**config.mk**
```make
export PLATFORM = sky130hd
export DESIGN_NAME = casm_way_select
export DESIGN_NICKNAME = d
export VERILOG_FILES = /design/src/sv/casm_pkg.sv /design/src/sv/casm_way_select.sv
export SDC_FILE = /design/constraint.sdc
export NUM_CORES = 1
export LEC_CHECK = 0
export CORE_AREA = 2 2 227 229
export DETAILED_ROUTE_END_ITERATION = 8
export DIE_AREA = 0 0 229 231
export DONT_BUFFER_PORTS = 1
export PLACE_DENSITY = 0.38
export SETUP_SLACK_MARGIN = 0.4
export SLEW_MARGIN = 0
export SYNTH_ARGS = -nofsm -noshare
export SYNTH_HDL_FRONTEND = slang
export SYNTH_SLANG_ARGS = --single-unit
```
**constraint.sdc**
```tcl
create_clock -name vclk -period 22.1
set_input_delay 3.315 -clock vclk [all_inputs]
set_output_delay 3.315 -clock vclk [all_outputs]
set_load 0.005 [all_outputs]
```
**src/sv/casm_pkg.sv**
```systemverilog
`timescale 1ns / 1ps
`default_nettype none
// ----------------------------------------------------------------------------
// casm_pkg
// Shared constants, codes and types of the set-associative cache hit/miss
// model: parameter defaults, register indexes, policy codes and the
// configuration and way-select structs.
// ----------------------------------------------------------------------------
package casm_pkg;

    // parameter defaults
    localparam int CASM_WAYS_DEF           = 8;
    localparam int CASM_INDEX_BITS_MAX_DEF = 10;

    // address width of the modeled machine; higher address bits read as zero
    localparam int CASM_ADDR_WIDTH = 32;
    localparam logic [31:0] CASM_ADDR_MASK = (CASM_ADDR_WIDTH >= 32) ? 32'hFFFF_FFFF :
        32'((64'd1 << CASM_ADDR_WIDTH) - 64'd1);

    // stream payload widths (fields packed, padded to whole bytes)
    localparam int CASM_S_TDATA_W = 40;   // address, random_way
    localparam int CASM_M_TDATA_W = 112;  // set, tag, way, hits, misses

    // configuration port
    localparam int CASM_CFG_IDX_W  = 3;
    localparam int CASM_CFG_DATA_W = 5;

    typedef enum logic [CASM_CFG_IDX_W-1:0] {
        CFG_REPLACE_POLICY = 3'd0,
        CFG_WRITE_THROUGH  = 3'd1,
        CFG_OFFSET_BITS    = 3'd2,
        CFG_INDEX_BITS     = 3'd3,
        CFG_WAYS_IN_USE    = 3'd4
    } casm_cfg_idx_t;

    // replacement policy codes; the unused code behaves as lru
    localparam logic [1:0] POL_FIFO   = 2'd0;
    localparam logic [1:0] POL_RANDOM = 2'd1;
    localparam logic [1:0] POL_LRU    = 2'd2;

    // access kinds
    localparam logic KIND_READ  = 1'b0;
    localparam logic KIND_WRITE = 1'b1;

    // register reset values
    localparam logic [4:0] OFFSET_BITS_RST = 5'd6;
    localparam logic [3:0] INDEX_BITS_RST  = 4'd4;
    localparam logic [3:0] WAYS_IN_USE_RST = 4'd8;

    typedef struct packed {
        logic [1:0] replace_policy;
        logic       write_through;
        logic [4:0] offset_bits;
        logic [3:0] index_bits;
        logic [3:0] ways_in_use;
    } casm_cfg_t;

    // lookup outcome handed from the way selector to the control
    typedef struct packed {
        logic hit;
        logic fill;
        logic lru;
        logic fifo;
    } casm_sel_t;

endpackage
`default_nettype wire

```
**src/sv/casm_way_select.sv**
```systemverilog
`timescale 1ns / 1ps
`default_nettype none
// ----------------------------------------------------------------------------
// casm_way_select
// Tag match over the ways in use of one set row, lowest free way search,
// least-order victim tree (fifo counts or lru stamps) and random clamp.
// ----------------------------------------------------------------------------
module casm_way_select #(
    parameter int WAYS  = 8,
    parameter int WAY_W = 3
) (
    input  wire casm_pkg::casm_cfg_t    cfg,
    input  wire logic                   is_write,
    input  wire logic [2:0]             rnd_way,
    input  wire logic [31:0]            tag,
    input  wire logic [WAYS-1:0][31:0]  tag_row,
    input  wire logic [WAYS-1:0]        valid_row,
    input  wire logic [WAYS-1:0][31:0]  order_row,
    output casm_pkg::casm_sel_t         sel,
    output logic      [WAY_W-1:0]       way
);
    import casm_pkg::*;

    localparam int NW_W = $clog2(WAYS + 1) > 5 ? $clog2(WAYS + 1) : 5;
    localparam int PW   = 2 ** $clog2(WAYS);

    logic [NW_W-1:0]   nways;
    logic [WAYS-1:0]   in_use;
    logic [WAYS-1:0]   match;
    logic [WAYS-1:0]   free;
    logic [WAY_W-1:0]  hit_way;
    logic [WAY_W-1:0]  free_way;
    logic [WAY_W-1:0]  rnd_c;
    logic [WAY_W-1:0]  min_way;
    logic              any_hit;
    logic              any_free;
    logic              fill;
    logic              lru;
    logic              fifo;

    logic              node_ok  [1:2*PW-1];
    logic [31:0]       node_val [1:2*PW-1];
    logic [WAY_W-1:0]  node_idx [1:2*PW-1];

    // effective associativity: zero acts as one, above WAYS acts as WAYS
    always_comb begin
        if (cfg.ways_in_use == 4'd0) begin
            nways = NW_W'(1);
        end else if (NW_W'(cfg.ways_in_use) > NW_W'(WAYS)) begin
            nways = NW_W'(WAYS);
        end else begin
            nways = NW_W'(cfg.ways_in_use);
        end
    end

    // per-way flags
    always_comb begin
        for (int w = 0; w < WAYS; w++) begin
            in_use[w] = (NW_W'(w) < nways);
            match[w]  = in_use[w] && valid_row[w] && (tag_row[w] == tag);
            free[w]   = in_use[w] && !valid_row[w];
        end
    end

    // lowest matching way and lowest free way
    always_comb begin
        hit_way  = '0;
        free_way = '0;
        for (int w = WAYS - 1; w >= 0; w--) begin
            if (match[w]) begin
                hit_way = WAY_W'(w);
            end
            if (free[w]) begin
                free_way = WAY_W'(w);
            end
        end
    end

    assign any_hit  = |match;
    assign any_free = |free;

    // least order value among the ways in use, lower way wins ties
    always_comb begin
        for (int i = 0; i < PW; i++) begin
            node_ok[PW + i]  = (i < WAYS) && (NW_W'(i) < nways);
            node_val[PW + i] = (i < WAYS) ? order_row[(i < WAYS) ? i : 0] : 32'd0;
            node_idx[PW + i] = WAY_W'(i);
        end
        for (int n = PW - 1; n >= 1; n--) begin
            if (node_ok[2*n+1] && (!node_ok[2*n] || (node_val[2*n+1] < node_val[2*n]))) begin
                node_ok[n]  = node_ok[2*n+1];
                node_val[n] = node_val[2*n+1];
                node_idx[n] = node_idx[2*n+1];
            end else begin
                node_ok[n]  = node_ok[2*n];
                node_val[n] = node_val[2*n];
                node_idx[n] = node_idx[2*n];
            end
        end
        min_way = node_idx[1];
    end

    // random victim clamped to the ways in use
    assign rnd_c = (NW_W'(rnd_way) >= nways) ? WAY_W'(nways - NW_W'(1)) : WAY_W'(rnd_way);

    assign lru  = cfg.replace_policy[1];
    assign fifo = (cfg.replace_policy == POL_FIFO);
    assign fill = !any_hit && !((is_write == KIND_WRITE) && cfg.write_through);

    // chosen way
    always_comb begin
        priority if (any_hit) begin
            way = hit_way;
        end else if (!fill) begin
            way = '0;
        end else if (any_free) begin
            way = free_way;
        end else if (lru || fifo) begin
            way = min_way;
        end else begin
            way = rnd_c;
        end
    end

    assign sel.hit  = any_hit;
    assign sel.fill = fill;
    assign sel.lru  = lru;
    assign sel.fifo = fifo;

endmodule
`default_nettype wire

```
# After elaboration in Yosys (flattened, before gate mapping)
# Index checks and enable logic that the tools add are counted.
word_totals:
  ff_bits: 0
  word_cells: 130
  out_inout_bits: 7
  inputBits: 572
op_classes:
  n_reduce_logical: 62
  eq_ne: 8
  mux: 42
  addsub: 1
  order_cmp: 17
op_table:
  columns: ["op", "count"]
  rows:
  - ["$eq 32x32->1", 8]
  - ["$lt 32x32->1", 7]
  - ["$mux 32", 6]
  - ["$mux 3", 24]
  - ["$logic_and 1x1->1", 33]
  - ["$logic_not 1->1", 17]
  - ["$lt 3x4->1 const A", 4]
  - ["$reduce_or 8->1", 2]
  - ["$mux 1", 10]
  - ["$logic_or 1x1->1", 8]
  - ["$lt 2x4->1 const A", 2]
  - ["$mux 4", 2]
  - ["$lt 1x5->1 const A", 1]
  - ["$ge 3x4->1", 1]
  - ["$gt 4x4->1 const B", 1]
  - ["$logic_not 4->1", 1]
  - ["$lt 1x4->1 const A", 1]
  - ["$sub 3x1->3 const B", 1]
  - ["$logic_not 2->1", 1]

# Depth between registers and ports, before layout
depth:
  ltp_word: 20
  depth_mapped: 35
  mapped_depth_nobuf: 31

# Worst setup path before layout
# Ideal clock, no wire load.
synth_path:
  kind: "input to output"
  startpoint: "in order_row[19] (netlist name)"
  endpoint: "out way[1]"
  slack_ns: 8.724
  path_buffers: 3
  arrival_ns: 10.061
  required_time_ns: 18.785
  cell_stages: 33
  path_cell_list: "inv_1 -> ha_1 -> a21o_1 -> a21o_1 -> a2111oi_2 -> o21ai_1 -> a221oi_4 -> clkbuf_1 -> mux2i_1 -> ha_1 -> a21o_1 -> a21oi_1 -> nor2_1 -> or3b_2 -> nor4bb_1 -> mux2i_1 -> o21a_1 -> clkbuf_1 -> clkbuf_1 -> nand2_1 -> o21ai_1 -> ha_1 -> a2111oi_0 -> o21ai_1 -> o2111ai_1 -> a211oi_1 -> a211oi_1 -> nand2_1 -> a21o_1 -> o21ai_2 -> nand2_2 -> mux2_4 -> o31a_1"
synth_via:
  elab_chain_len: 16
  elab_cells_between_ends: 21
  classes_between: "3 x order compare; 10 x mux; 8 x reduce/logical"
synth_rtl:
  columns: ["element", "line_no", "text"]
  rows:
  - ["start, declared", "casm_way_select.sv:18", "input wire logic [WAYS-1:0][31:0] order_row,"]
  - ["$lt 32x32->1", "casm_way_select.sv:90", "if (node_ok[2*n+1] && (!node_ok[2*n] || (node_val[2*n+1] < node_val[2*n]))) begin"]
  - ["$logic_or 1x1->1", "casm_way_select.sv:90", null]
  - ["$logic_and 1x1->1", "casm_way_select.sv:90", null]
  - ["$mux 32 / $mux 1 (equally long branches)", "casm_way_select.sv:90", null]
  - ["$lt 32x32->1 / $logic_not 1->1 (equally long branches)", "casm_way_select.sv:90", null]
  - ["$logic_or 1x1->1", "casm_way_select.sv:90", null]
  - ["$logic_and 1x1->1", "casm_way_select.sv:90", null]
  - ["$mux 32 / $mux 1 (equally long branches)", "casm_way_select.sv:90", null]
  - ["$lt 32x32->1 / $logic_not 1->1 (equally long branches)", "casm_way_select.sv:90", null]
  - ["$logic_or 1x1->1", "casm_way_select.sv:90", null]
  - ["$logic_and 1x1->1", "casm_way_select.sv:90", null]
  - ["$mux 3 (*)", "casm_way_select.sv:90", null]
  - ["$mux 3 (*)", "casm_way_select.sv:118", "end else if (lru || fifo) begin"]
  - ["$mux 3 (*)", "casm_way_select.sv:116", "end else if (any_free) begin"]
  - ["$mux 3 (*)", "casm_way_select.sv:114", "end else if (!fill) begin"]
  - ["$mux 3 (*)", "casm_way_select.sv:112", "priority if (any_hit) begin"]
  - ["end, declared", "casm_way_select.sv:20", "output logic [WAY_W-1:0] way"]
# Mark *: on every way between the ends. The rest lies on a longest branch, timed or not.

# Worst setup path in the final report
layout_path:
  startpoint: "in order_row[79] (netlist name)"
  endpoint: "out way[1]"
layout_via:
  elab_chain_len: 16
  elab_cells_between_ends: 20
  classes_between: "3 x order compare; 10 x mux; 7 x reduce/logical"
layout_rtl:
  columns: ["element", "line_no"]
  rows:
  - ["$lt 32x32->1", "casm_way_select.sv:90"]
  - ["$logic_or 1x1->1", "casm_way_select.sv:90"]
  - ["$logic_and 1x1->1", "casm_way_select.sv:90"]
  - ["$mux 32", "casm_way_select.sv:90"]
  - ["$lt 32x32->1", "casm_way_select.sv:90"]
  - ["$logic_or 1x1->1", "casm_way_select.sv:90"]
  - ["$logic_and 1x1->1", "casm_way_select.sv:90"]
  - ["$mux 32 / $mux 1 (equally long branches)", "casm_way_select.sv:90"]
  - ["$lt 32x32->1 / $logic_not 1->1 (equally long branches)", "casm_way_select.sv:90"]
  - ["$logic_or 1x1->1", "casm_way_select.sv:90"]
  - ["$logic_and 1x1->1", "casm_way_select.sv:90"]
  - ["$mux 3 (*)", "casm_way_select.sv:90"]
  - ["$mux 3 (*)", "casm_way_select.sv:118"]
  - ["$mux 3 (*)", "casm_way_select.sv:116"]
  - ["$mux 3 (*)", "casm_way_select.sv:114"]
  - ["$mux 3 (*)", "casm_way_select.sv:112"]
# Marked as above.

==> reports/results.ini <==
[finish]
seq_cells=0
syn_to_final_growth_pct=5.86
fin_nets=2434
ff_latch_area_sq_um=0
antennaDiodeCount=0
final_common_cell=ha_1
layout_common_cells=ha_1, xor2_1, inv_1
fill_cells=5711
n_clock_buffer=0
layout-drive-gt1-share_pct=1.83

[die]
initial_core_util_pct=23.2
die_w_um=229
floorplan.die_area_sq_um=52900
io-pin-count=579
rows=83
core_sq_um=50700
die_y_um=231

[timing]
hold_viol=0
totalNegativeSetupSlack_ns=0
fmax_mhz=67.6
slew_viol_final=0
timing_worst_slew_pin_value_ns=1.03
finalCritPeriodShare_pct=66.9
max-slew-margin-rel_pct=30.5
rsz0062_at_grt=false
finalWorstPathRequiredPeriod_ns=14.79
setup_viol=0
whs_ns=6.63

[global_routing]
grt.overflow.total=0
grt_first_pass_wirelength_mm=84.6
antenna_found_initial=1
grt_pass1_vias=12227
grt_usage_pct=21.7
grt_max_degree=50

[clock_network]
post_cts_resized=0
cts_setup_buffers=0
cts_hold_buf=0

[worst_setup_path]
critPathSlowestCell=nor4_1
crit_buf_inv=3
end_kind=primary output
crit_path_frequent_cell=ha_1
cp.required_ns=18.78
crit_type=input port to primary output
crit_family=compound AO/OA/AOI/OAI gates
startpoint_type=input port
startpoint=order_row[79]
cp_max_fo=49
slowest_delay_ns=0.52
crit_arrival_ns=11.47

[yosys]
ys_seq_area_share_pct=0
syn_area_per_cell_sq_um=6.95
synth_largest_area_cell=ha_1
synth_area_leaders=ha_1, xor2_1, mux2i_1
netlist_instances=1694
syn_area_sq_um=11800
yosysWarnings=0
synth_nets=2489
synth_top_cell_area_share_pct=23.7
ys_types=69

[power]
powerDensity_nw_per_um2=30.6
irDropWorstVdd_mv=0.0157
leakage_nw=5.77

[placed_design]
port_buffers=0
gp_congestion=0.978
dp_hpwl_mm=54.7

[route]
routedWlPerCell_um=26.3
routed_wirelength_mm=60.9
drt_iter0_drc=643
ant_nets=0
drc=0
vias=12208
dr.pass1.iters=5
vias_per_cell=5.27

[run_status]
run_status=finished clean

[job]
cap_viol_max_count=0

[min_path]
worstHoldStart=cfg[15]
min_path_type=input port to primary output

per-stage QoR:
step                      setup slack (ns)  cell area [sq um]  util, %  power, mW  instances
after floorplan                       8.72              11800        -      0.287       1694
after global placement                7.32              12500     24.6      0.381       2317
after detailed placement              7.23              12500     24.6      0.384       2317
after CTS                             7.22              12500     24.6      0.386       2317
after global routing                  6.77              12500     24.6      0.437       2317
final                                 7.31              12500     24.6      0.381       2317
final timing paths:
path              endpoint  cells past startpoint
setup / recovery    way[1]                     31
hold / removal      sel[1]                      0
report_power, final:
group	internal [mW]	leakage [nW]	switching, mW	total, mW
logic	0.152	5.77	0.229	0.381
clock network	0	0	0	0
registers	0	0	0	0
layout make-up:
type	instances	area, sq um	area share (%)
inverters	170	638	5.12
well taps	680	851	6.83
repair buffers	11	82.6	0.663
multi-input cells	1456	10900	87.4
cells in the mapped netlist (12+ instances only):
| cell | number |
|---|---|
| a21o_1 | 31 |
| nand3_1 | 23 |
| nand4_1 | 59 |
| inv_1 | 169 |
| nand2b_1 | 15 |
| o21a_1 | 15 |
| nand2_1 | 149 |
| xnor2_1 | 54 |
| a21oi_1 | 110 |
| a211oi_1 | 18 |
| mux2i_1 | 97 |
| nor3_1 | 30 |
| ha_1 | 223 |
| o21ai_1 | 47 |
| nor2_1 | 108 |
| xor2_1 | 201 |
| o21ai_0 | 74 |
| nor4_1 | 74 |
| or4_1 | 12 |
| clkbuf_1 | 55 |
kinds of logic after synthesis:
family	count (synthesis)	synth area share, %
buf+inv	238	7.82
fa+ha+maj	223	23.7
simple gates	527	22.8
xor+xnor	255	19.0
compound gates	352	18.2
mux	99	8.48
routing by layer:
layer | part of all wire, % | vias to the layer above | track usage, %
li1 | - | 5965 | -
met3 | 8.8 | 71 | 6.94
met4 | 1.7 | 2 | 3.06
met2 | 43 | 468 | 34.0
met5 | 0.021 | - | 0
met1 | 47 | 5702 | 29.6
(Power assumes the default switching activity.)
